**src/hdl/vda_pkg.sv**
```systemverilog
// ----------------------------------------------------------------------------
// vda_pkg
// Shared constants, codes and controller/datapath interface types.
// ----------------------------------------------------------------------------
package vda_pkg;

    localparam int COUNT_BITS      = 24;
    localparam int MAX_SILENCE_RUN = 16;
    localparam int RUN_W           = 5;
    localparam int MAX_RESULTS     = 32;
    localparam int RES_CNT_W       = 6;
    localparam int HOLD_W          = 20;
    localparam int HELD_W          = 5;
    localparam int CODE_BITS       = 4;
    localparam int FIELD_W         = 12;
    localparam int SAMPLE_W        = 16;
    localparam int BYTE_W          = 8;
    localparam int CFG_IDX_W       = 1;
    localparam int HOLD_FILL_MAX   = 12;

    // bitstream codes
    localparam logic [CODE_BITS-1:0] CODE_SIL_SHORT = 4'd0;
    localparam logic [CODE_BITS-1:0] CODE_SIL_LONG  = 4'd1;
    localparam logic [CODE_BITS-1:0] CODE_DELTA_MAX = 4'd11;

    typedef enum logic [CFG_IDX_W-1:0] {
        REG_RUN_SHORT = 1'b0,
        REG_RUN_LONG  = 1'b1
    } cfg_reg_t;

    typedef enum logic [1:0] {
        PH_SCALE = 2'd0,
        PH_LOW   = 2'd1,
        PH_HIGH  = 2'd2,
        PH_BITS  = 2'd3
    } phase_t;

    typedef enum logic [1:0] {
        ST_IDLE  = 2'd0,
        ST_RUN   = 2'd1,
        ST_FLUSH = 2'd2
    } ctrl_state_t;

    typedef struct packed {
        logic load;   // take the input byte
        logic step;   // one decode step
        logic flush;  // push held result as last of the byte
    } dp_cmd_t;

    typedef struct packed {
        logic byte_runs;   // offered byte feeds the bitstream decode
        logic byte_emits;  // offered byte completes the first sample
        logic step_ok;     // a decode step can run now
        logic step_emits;  // that step yields a result
        logic pend_valid;  // a result is held back for the last flag
        logic out_free;    // output register can take a result
    } dp_status_t;

    typedef struct packed {
        logic [SAMPLE_W-1:0] sample;
        logic [BYTE_W-1:0]   scale;
        logic                done;
        logic                bad;
    } result_t;

endpackage

```
**src/hdl/vda_ctrl.sv**
```systemverilog
// ----------------------------------------------------------------------------
// vda_ctrl
// Sequencer: accepts a byte, steps the decode loop, flushes the last result.
// ----------------------------------------------------------------------------
module vda_ctrl (
    input  logic                clk,
    input  logic                rst_n,
    input  logic                in_valid,
    output logic                in_ready,
    output vda_pkg::dp_cmd_t    cmd,
    input  vda_pkg::dp_status_t status
);
    import vda_pkg::*;

    ctrl_state_t state_reg;
    ctrl_state_t state_next;

    always_ff @(posedge clk or negedge rst_n)
    begin
        if (!rst_n)
        begin
            state_reg <= ST_IDLE;
        end
        else
        begin
            state_reg <= state_next;
        end
    end

    always_comb
    begin
        state_next = state_reg;
        unique case (state_reg)
            ST_IDLE:
            begin
                if (in_valid)
                begin
                    if (status.byte_runs)
                    begin
                        state_next = ST_RUN;
                    end
                    else if (status.byte_emits)
                    begin
                        state_next = ST_FLUSH;
                    end
                end
            end
            ST_RUN:
            begin
                if (!status.step_ok)
                begin
                    state_next = ST_FLUSH;
                end
            end
            ST_FLUSH:
            begin
                if (!status.pend_valid || status.out_free)
                begin
                    state_next = ST_IDLE;
                end
            end
            default:
            begin
                state_next = ST_IDLE;
            end
        endcase
    end

    always_comb
    begin
        in_ready = 1'b0;
        cmd      = '0;
        unique case (state_reg)
            ST_IDLE:
            begin
                in_ready = 1'b1;
                cmd.load = in_valid;
            end
            ST_RUN:
            begin
                // a step that displaces a held result needs room at the output
                cmd.step = status.step_ok
                         && (!status.step_emits || !status.pend_valid || status.out_free);
            end
            ST_FLUSH:
            begin
                cmd.flush = status.pend_valid && status.out_free;
            end
            default:
            begin
                in_ready = 1'b0;
            end
        endcase
    end

endmodule

```
**src/hdl/vda_datapath.sv**
```systemverilog
// ----------------------------------------------------------------------------
// vda_datapath
// Decoder state, bit holding register, one decode step, result staging.
// ----------------------------------------------------------------------------
module vda_datapath (
    input  logic                                     clk,
    input  logic                                     rst_n,
    input  logic                                     cfg_write,
    input  logic [vda_pkg::CFG_IDX_W-1:0]            cfg_index,
    input  logic [vda_pkg::RUN_W-1:0]                cfg_data,
    input  logic [vda_pkg::BYTE_W-1:0]               stream_byte,
    input  logic                                     packet_start,
    input  logic [vda_pkg::COUNT_BITS-1:0]           sample_total,
    input  vda_pkg::dp_cmd_t                         cmd,
    output vda_pkg::dp_status_t                      status,
    output logic                                     out_valid,
    input  logic                                     out_ready,
    output logic signed [vda_pkg::SAMPLE_W-1:0]      sample,
    output logic [vda_pkg::BYTE_W-1:0]               scale,
    output logic                                     packet_done,
    output logic                                     bad_code,
    output logic                                     last
);
    import vda_pkg::*;

    // configuration
    logic [RUN_W-1:0] run_short_reg;
    logic [RUN_W-1:0] run_long_reg;
    logic [RUN_W-1:0] cfg_sat;

    // decoder state
    phase_t                phase_reg,    phase_next;
    logic [BYTE_W-1:0]     scale_reg,    scale_next;
    logic [SAMPLE_W-1:0]   run_reg,      run_next;
    logic [COUNT_BITS-1:0] left_reg,     left_next;
    logic                  dmode_reg,    dmode_next;
    logic [CODE_BITS-1:0]  dwidth_reg,   dwidth_next;
    logic [RUN_W-1:0]      sil_reg,      sil_next;
    logic [HOLD_W-1:0]     hold_reg,     hold_next;
    logic [HELD_W-1:0]     held_reg,     held_next;
    logic                  stopped_reg,  stopped_next;
    logic [RES_CNT_W-1:0]  count_reg,    count_next;

    // staging
    logic    pend_valid_reg, pend_valid_next;
    result_t pend_reg,       pend_next;
    logic    out_valid_reg,  out_valid_next;
    result_t out_reg,        out_next;
    logic    out_last_reg,   out_last_next;

    // step datapath
    logic [CODE_BITS-1:0] need_w;
    logic                 silence_on;
    logic                 enough;
    logic [FIELD_W-1:0]   field_mask;
    logic [FIELD_W-1:0]   field;
    logic [FIELD_W-1:0]   sign_bit;
    logic [CODE_BITS-1:0] code;
    logic                 delta_end;
    logic [SAMPLE_W-1:0]  delta_ext;
    logic [SAMPLE_W-1:0]  delta_sum;
    logic                 code_bad;
    logic                 step_emits;
    result_t              step_res;
    logic                 out_free;

    assign cfg_sat = (cfg_data > RUN_W'(MAX_SILENCE_RUN)) ? RUN_W'(MAX_SILENCE_RUN) : cfg_data;

    always_ff @(posedge clk or negedge rst_n)
    begin
        if (!rst_n)
        begin
            run_short_reg <= RUN_W'(4);
            run_long_reg  <= RUN_W'(16);
        end
        else if (cfg_write)
        begin
            unique case (cfg_reg_t'(cfg_index))
                REG_RUN_SHORT: run_short_reg <= cfg_sat;
                REG_RUN_LONG:  run_long_reg  <= cfg_sat;
                default:       run_short_reg <= run_short_reg;
            endcase
        end
    end

    // one step: silence sample, delta field, or 4-bit code
    assign need_w     = dmode_reg ? dwidth_reg : CODE_BITS[CODE_BITS-1:0];
    assign silence_on = (sil_reg != '0);
    assign enough     = (held_reg >= HELD_W'(need_w));
    assign field_mask = ~({FIELD_W{1'b1}} << need_w);
    assign field      = hold_reg[FIELD_W-1:0] & field_mask;
    assign sign_bit   = FIELD_W'(1) << (need_w - CODE_BITS'(1));
    assign code       = hold_reg[CODE_BITS-1:0];
    assign delta_end  = (field == sign_bit);
    assign delta_ext  = {{(SAMPLE_W-FIELD_W){1'b0}}, field}
                      | (((field & sign_bit) != '0)
                         ? ~{{(SAMPLE_W-FIELD_W){1'b0}}, field_mask} : '0);
    assign delta_sum  = run_reg + delta_ext;
    assign code_bad   = (code > CODE_DELTA_MAX);

    assign step_emits = silence_on || (dmode_reg && !delta_end) || (!dmode_reg && code_bad);

    always_comb
    begin
        step_res.scale  = scale_reg;
        step_res.bad    = !silence_on && !dmode_reg;
        step_res.sample = (!silence_on && dmode_reg) ? delta_sum : '0;
        step_res.done   = step_res.bad || (left_reg == COUNT_BITS'(1));
    end

    assign out_free = !out_valid_reg || out_ready;

    always_comb
    begin
        status.byte_runs  = !packet_start && (phase_reg == PH_BITS)
                          && (left_reg != '0) && !stopped_reg;
        status.byte_emits = !packet_start && (phase_reg == PH_HIGH) && (left_reg != '0);
        status.step_ok    = (left_reg != '0) && !stopped_reg
                          && (count_reg < RES_CNT_W'(MAX_RESULTS))
                          && (silence_on || enough);
        status.step_emits = step_emits;
        status.pend_valid = pend_valid_reg;
        status.out_free   = out_free;
    end

    always_comb
    begin
        phase_next      = phase_reg;
        scale_next      = scale_reg;
        run_next        = run_reg;
        left_next       = left_reg;
        dmode_next      = dmode_reg;
        dwidth_next     = dwidth_reg;
        sil_next        = sil_reg;
        hold_next       = hold_reg;
        held_next       = held_reg;
        stopped_next    = stopped_reg;
        count_next      = count_reg;
        pend_valid_next = pend_valid_reg;
        pend_next       = pend_reg;
        out_valid_next  = out_valid_reg;
        out_next        = out_reg;
        out_last_next   = out_last_reg;

        if (out_ready)
        begin
            out_valid_next = 1'b0;
        end

        if (cmd.load)
        begin
            count_next = '0;
            if (packet_start)
            begin
                scale_next   = stream_byte;
                left_next    = sample_total;
                phase_next   = PH_LOW;
                run_next     = '0;
                dmode_next   = 1'b0;
                dwidth_next  = '0;
                sil_next     = '0;
                hold_next    = '0;
                held_next    = '0;
                stopped_next = 1'b0;
            end
            else
            begin
                case (phase_reg)
                    PH_LOW:
                    begin
                        run_next   = {{(SAMPLE_W-BYTE_W){1'b0}}, stream_byte};
                        phase_next = PH_HIGH;
                    end
                    PH_HIGH:
                    begin
                        run_next   = {stream_byte, run_reg[BYTE_W-1:0]};
                        phase_next = PH_BITS;
                        if (left_reg != '0)
                        begin
                            left_next        = left_reg - COUNT_BITS'(1);
                            pend_valid_next  = 1'b1;
                            pend_next.sample = {stream_byte, run_reg[BYTE_W-1:0]};
                            pend_next.scale  = scale_reg;
                            pend_next.done   = (left_reg == COUNT_BITS'(1));
                            pend_next.bad    = 1'b0;
                        end
                    end
                    PH_BITS:
                    begin
                        if ((left_reg != '0) && !stopped_reg
                            && (held_reg <= HELD_W'(HOLD_FILL_MAX)))
                        begin
                            hold_next = hold_reg | (HOLD_W'(stream_byte) << held_reg);
                            held_next = held_reg + HELD_W'(BYTE_W);
                        end
                    end
                    default:
                    begin
                        phase_next = phase_reg;
                    end
                endcase
            end
        end

        if (cmd.step)
        begin
            if (silence_on)
            begin
                sil_next = sil_reg - RUN_W'(1);
            end
            else
            begin
                hold_next = hold_reg >> need_w;
                held_next = held_reg - HELD_W'(need_w);
                if (dmode_reg)
                begin
                    if (delta_end)
                    begin
                        dmode_next = 1'b0;
                    end
                    else
                    begin
                        run_next = delta_sum;
                    end
                end
                else if (code == CODE_SIL_SHORT || code == CODE_SIL_LONG)
                begin
                    run_next = '0;
                    sil_next = (code == CODE_SIL_SHORT) ? run_short_reg : run_long_reg;
                end
                else if (!code_bad)
                begin
                    dwidth_next = code + CODE_BITS'(1);
                    dmode_next  = 1'b1;
                end
                else
                begin
                    stopped_next = 1'b1;
                end
            end

            if (step_emits)
            begin
                left_next  = step_res.bad ? '0 : (left_reg - COUNT_BITS'(1));
                count_next = count_reg + RES_CNT_W'(1);
                if (pend_valid_reg)
                begin
                    out_valid_next = 1'b1;
                    out_next       = pend_reg;
                    out_last_next  = 1'b0;
                end
                pend_valid_next = 1'b1;
                pend_next       = step_res;
            end
        end

        if (cmd.flush)
        begin
            out_valid_next  = 1'b1;
            out_next        = pend_reg;
            out_last_next   = 1'b1;
            pend_valid_next = 1'b0;
        end
    end

    always_ff @(posedge clk or negedge rst_n)
    begin
        if (!rst_n)
        begin
            phase_reg      <= PH_SCALE;
            scale_reg      <= '0;
            run_reg        <= '0;
            left_reg       <= '0;
            dmode_reg      <= 1'b0;
            dwidth_reg     <= '0;
            sil_reg        <= '0;
            hold_reg       <= '0;
            held_reg       <= '0;
            stopped_reg    <= 1'b0;
            count_reg      <= '0;
            pend_valid_reg <= 1'b0;
            out_valid_reg  <= 1'b0;
        end
        else
        begin
            phase_reg      <= phase_next;
            scale_reg      <= scale_next;
            run_reg        <= run_next;
            left_reg       <= left_next;
            dmode_reg      <= dmode_next;
            dwidth_reg     <= dwidth_next;
            sil_reg        <= sil_next;
            hold_reg       <= hold_next;
            held_reg       <= held_next;
            stopped_reg    <= stopped_next;
            count_reg      <= count_next;
            pend_valid_reg <= pend_valid_next;
            out_valid_reg  <= out_valid_next;
        end
    end

    always_ff @(posedge clk)
    begin
        pend_reg     <= pend_next;
        out_reg      <= out_next;
        out_last_reg <= out_last_next;
    end

    assign out_valid   = out_valid_reg;
    assign sample      = out_reg.sample;
    assign scale       = out_reg.scale;
    assign packet_done = out_reg.done;
    assign bad_code    = out_reg.bad;
    assign last        = out_last_reg;

endmodule

```
**src/hdl/vbr_delta_audio_decoder.sv**
```systemverilog
// ----------------------------------------------------------------------------
// vbr_delta_audio_decoder
// Streaming variable-width delta PCM decoder, one packet byte per transfer.
// ----------------------------------------------------------------------------
// Input channel (in_valid/in_ready): one packet byte per transfer. packet_start
// marks the scale byte and carries sample_total; the next two bytes are the
// first sample (low, high), then a bitstream of 4-bit codes, LSB first.
// Output channel (out_valid/out_ready): one decoded sample per transfer with
// the packet's scale, packet_done on the final sample, bad_code on a reserved
// code, and last on the final result caused by the byte.
// Config port: cfg_write/cfg_index/cfg_data set the short and long silence
// run lengths (saturated to 16); write only while the decoder is idle.
// Flow: a header byte is taken in idle alone; the high first-sample byte also
// passes through flush. A bitstream byte runs the step loop (a decode step per
// emitted sample, per code read, per run-ending delta), then flush; the single
// step unit does one step per cycle: up to 32 samples leave at one per cycle.
// in_ready is high only between bytes. One result is held back per byte so
// its last flag is known; a stalled receiver simply stops the step loop.
// Reset: silence runs return to 4 and 16, decoder waits for a scale byte.
// ----------------------------------------------------------------------------
module vbr_delta_audio_decoder (
    input  logic                                   clk,
    input  logic                                   rst_n,
    input  logic                                   cfg_write,
    input  logic [vda_pkg::CFG_IDX_W-1:0]          cfg_index,
    input  logic [vda_pkg::RUN_W-1:0]              cfg_data,
    input  logic                                   in_valid,
    output logic                                   in_ready,
    input  logic [vda_pkg::BYTE_W-1:0]             stream_byte,
    input  logic                                   packet_start,
    input  logic [vda_pkg::COUNT_BITS-1:0]         sample_total,
    output logic                                   out_valid,
    input  logic                                   out_ready,
    output logic signed [vda_pkg::SAMPLE_W-1:0]    sample,
    output logic [vda_pkg::BYTE_W-1:0]             scale,
    output logic                                   packet_done,
    output logic                                   bad_code,
    output logic                                   last
);
    import vda_pkg::*;

    dp_cmd_t    cmd;
    dp_status_t status;

    // sequencer: idle / step loop / final flush
    vda_ctrl u_ctrl (
        .clk      (clk),
        .rst_n    (rst_n),
        .in_valid (in_valid),
        .in_ready (in_ready),
        .cmd      (cmd),
        .status   (status)
    );

    // state, step unit and output staging
    vda_datapath u_dp (
        .clk          (clk),
        .rst_n        (rst_n),
        .cfg_write    (cfg_write),
        .cfg_index    (cfg_index),
        .cfg_data     (cfg_data),
        .stream_byte  (stream_byte),
        .packet_start (packet_start),
        .sample_total (sample_total),
        .cmd          (cmd),
        .status       (status),
        .out_valid    (out_valid),
        .out_ready    (out_ready),
        .sample       (sample),
        .scale        (scale),
        .packet_done  (packet_done),
        .bad_code     (bad_code),
        .last         (last)
    );

endmodule

```
**config.mk**
```make
export PLATFORM = sky130hd
export DESIGN_NAME = vbr_delta_audio_decoder
export DESIGN_NICKNAME = d
export VERILOG_FILES = /design/src/hdl/vda_pkg.sv /design/src/hdl/vda_ctrl.sv /design/src/hdl/vda_datapath.sv /design/src/hdl/vbr_delta_audio_decoder.sv
export SDC_FILE = /design/constraint.sdc
export NUM_CORES = 1
export LEC_CHECK = 0
export ABC_AREA = 0
export BUFFER_PORTS_ARGS = -buffer_cell sky130_fd_sc_hd__buf_2
export CORE_ASPECT_RATIO = 1.1
export CORE_MARGIN = 5
export CORE_UTILIZATION = 45
export CTS_CLUSTER_DIAMETER = 60
export CTS_CLUSTER_SIZE = 24
export DETAILED_ROUTE_END_ITERATION = 10
export GPL_TIMING_DRIVEN = 0
export HOLD_SLACK_MARGIN = 0.05
export PLACE_DENSITY = 0.7
export REMOVE_ABC_BUFFERS = 1
export SLEW_MARGIN = 20
export SYNTH_ARGS = -nofsm -noshare
export SYNTH_HDL_FRONTEND = slang
export SYNTH_SLANG_ARGS = --single-unit
```
**constraint.sdc**
```tcl
create_clock -name clk -period 6 [get_ports clk]
set_input_delay 0.6 -clock clk [delete_from_list [all_inputs] [get_ports clk]]
set_output_delay 0.6 -clock clk [all_outputs]
set_load 0.02 [all_outputs]
```
==> reports/qor.yml <==
diodes: 0
port_buffers: 72
area_delta_synth_final_pct: 12.4
clk_path_buf_depth: 2
cts-root-buf: "clkbuf_16"
post-route-period-util: 0.931
reg2reg_slack_ns: 0.42
route.detailed.drc: 0
dp_slack_ns: -0.667
p_total_w: 0.00587
slew_headroom: 0.292
r2r_start: "u_dp.dmode_reg"
mostFrequentLayoutCells: "176 x nand2_1, 103 x dfrtp_1, 72 x o21ai_0, 72 x buf_2, 68 x nor2_1"
dp_cells: 1404
hold_violations: 0
syn_area_per_cell_um2: 8.86
irDropWorstVdd_mv: 0.262
placed_area_um2: 10300
hold_path.class: "input port to async pin"
synth_compound_area_frac: 0.194
grt-ovfl-total: 0
cp_max_fo: 24
cp.arrival_ns: 5.91
dr_wl_met3_mm: 1.72
grt_max_degree: 63
die-area_um2: 24800
start_util: 0.457
cts_buffers: 17
syn_inst: 1103
synth_edf_count: 26
syn_area_um2: 9780
synth_ff_type: "dfrtp_1"
rsz0062_at_grt: "no"
slew_viol_final: 0
maxCapViolations: 0
drive_above_1_share: 0.134
num_rows: 56
clock_sinks: 159
synth_fa_ha_area_frac: 0.0591
drt_iter0_drc: 715
fin_skew_ns: 0.0103
track_usage: 0.226
first_pass_iters: 5
status: "completed"
wl_met1_mm: 11.8
largest_register_ffs: 26
grt_pass1_vias: 8495
grt_antenna_before_repair: 0
nets: 1222
layout_commonest_cell: "nand2_1"
finalCriticalPeriod_ns: 5.58
synth-seq-cells: 159
reg2reg_depth: 13
synth_simple_gate_area_share: 0.205
wl_met2_mm: 12.8
max_freq_mhz: 179
fp.coreArea_um2: 21400
synthArstFlopShare: 0.667
synthMuxAreaShare: 0.0680
path_class: "register to register"
gp_congestion: 0.976
grt_pass1_wl_mm: 44.6
r2r_end: "u_dp.run_reg[6]"
setup_slack_ns: 0.415
setup_viol_count_final: 0
seq_area_frac_synth: 0.407
cts_tree: "yes"
worst_pin_slew_ns: 1.05
yosysUniqueCellTypes: 71
cts_max_level: 4
power_density_nw_per_um2: 534
routed_wl_mm: 27.1
end_kind: "register"
antenna_left: 0
clk_pin_slew_ns: 0.08
hold_ws_ns: 0.153
topRoutingLayerUsed: "met4"
fin_area_um2: 11000
yosys_warnings: 0
die_width_um: 151
vias: 8732
synth_top_family_by_area: "simple AND/OR/NAND/NOR gates"
clk_latency_ns: 0.44
synthXorXnorAreaFrac: 0.0296
io_pins: 73
postCtsSetupRepairBufs: 0
die_h_um: 165
instances_no_fill: 1436
wl_per_cell_um: 18.9
place_hpwl_mm: 18.8
leakage_nw: 4.77
cp_data_required_time_ns: 6.33
crit_path_start_kind: "register"
vias_per_cell: 6.08
[power by group]
| part | switching [W] | total [W] | internal (W) |
|---|---|---|---|
| clock network | 0.000548 | 0.00112 | 0.000569 |
| registers | 0.000420 | 0.00198 | 0.00156 |
| logic | 0.00179 | 0.00277 | 0.000985 |
| total | 0.00275 | 0.00587 | 0.00312 |
[synth_stat cells (all sizes together), types with 4 or more instances]
| cell | instances | share of area |
|---|---|---|
| a211oi | 4 | 0.0031 |
| a21o | 4 | 0.0031 |
| a21oi | 63 | 0.033 |
| a221o | 7 | 0.0072 |
| a221oi | 6 | 0.0054 |
| a22o | 4 | 0.0036 |
| a22oi | 22 | 0.017 |
| a31oi | 15 | 0.0096 |
| and2 | 14 | 0.0090 |
| and3 | 18 | 0.012 |
| buf | 18 | 0.0083 |
| clkbuf | 47 | 0.018 |
| dfrtp | 104 | 0.27 |
| dfxtp | 27 | 0.055 |
| edfxtp | 26 | 0.080 |
| ha | 43 | 0.055 |
| inv | 27 | 0.010 |
| mux2 | 7 | 0.0081 |
| mux2i | 45 | 0.046 |
| mux4 | 6 | 0.014 |
| nand2 | 178 | 0.068 |
| nand2b | 15 | 0.0096 |
| nand3 | 23 | 0.012 |
| nand3b | 6 | 0.0046 |
| nand4 | 8 | 0.0051 |
| nor2 | 71 | 0.027 |
| nor2b | 9 | 0.0058 |
| nor3 | 38 | 0.021 |
| nor3b | 4 | 0.0031 |
| nor4 | 14 | 0.0090 |
| o211ai | 6 | 0.0046 |
| o21a | 4 | 0.0031 |
| o21ai | 74 | 0.038 |
| o21bai | 6 | 0.0046 |
| o221ai | 5 | 0.0045 |
| o22ai | 37 | 0.024 |
| o31ai | 7 | 0.0059 |
| o32ai | 6 | 0.0054 |
| or2 | 4 | 0.0026 |
| or3 | 10 | 0.0069 |
| xnor2 | 23 | 0.021 |
| xor2 | 10 | 0.0090 |
[kinds of logic after synthesis]
group	Yosys count
adder cells (fa/ha/maj)	45
buffers and inverters	94
XOR/XNOR	33
flip-flops	159
AO/OA/AOI/OAI	294
multiplexers	58
AND/OR/NAND/NOR	420
[what timing repair did]
action,in CTS,in global routing
hold buffers,0,0
setup endpoints to repair,93,37
gates resized for setup,6,4
[stage by stage]
step / TNS [ns] / util
3_5_place_dp: -38.95 / 0.484
6_report: 0 / 0.514
4_1_cts: 0 / 0.514
3_3_place_gp: -61.09 / 0.479
5_1_grt: 0 / 0.514
2_1_floorplan: 0 / -
[routing by layer]
metal,GRT usage,vias up
met5,0,-
met4,0.0919,0
met3,0.0442,58
met2,0.366,323
met1,0.298,4251
li1,-,4100
[how the worst max path moves through the flow]
stage / endpoint / from / cells past startpoint
2_1_floorplan: u_dp.run_reg[13] / u_dp.dmode_reg / 20
3_3_place_gp: u_dp.run_reg[8] / u_dp.dmode_reg / 14
4_1_cts: u_dp.run_reg[13] / u_dp.dmode_reg / 20
5_1_grt: u_dp.pend_reg[11] / u_dp.dmode_reg / 13
6_report: u_dp.run_reg[6] / u_dp.dmode_reg / 13
3_5_place_dp: u_dp.run_reg[13] / u_dp.dmode_reg / 20
[final cells by class]
type                       instances  area (µm²)
tap                              290         363
fill                            2014       10400
clock inverter                    15         193
sequential                       159        3980
multi-input combinational        850        5490
inverter                          29         114
timing repair buffer              76         434
clock buffer                      17         425
[worst max-delay path: stages (launching register included)]
cell	delay (ns)
dfrtp_2	0.57
nand2_2	0.37
clkinv_2	0.39
nor2_2	0.37
o21ai_0	0.17
and2_1	0.24
ha_1	0.27
nor4_1	0.44
a31oi_1	0.33
o21ai_0	0.24
nand2_1	0.16
nor3_2	0.75
nand2_1	0.73
o22ai_1	0.44
(Power assumes the default switching activity.)
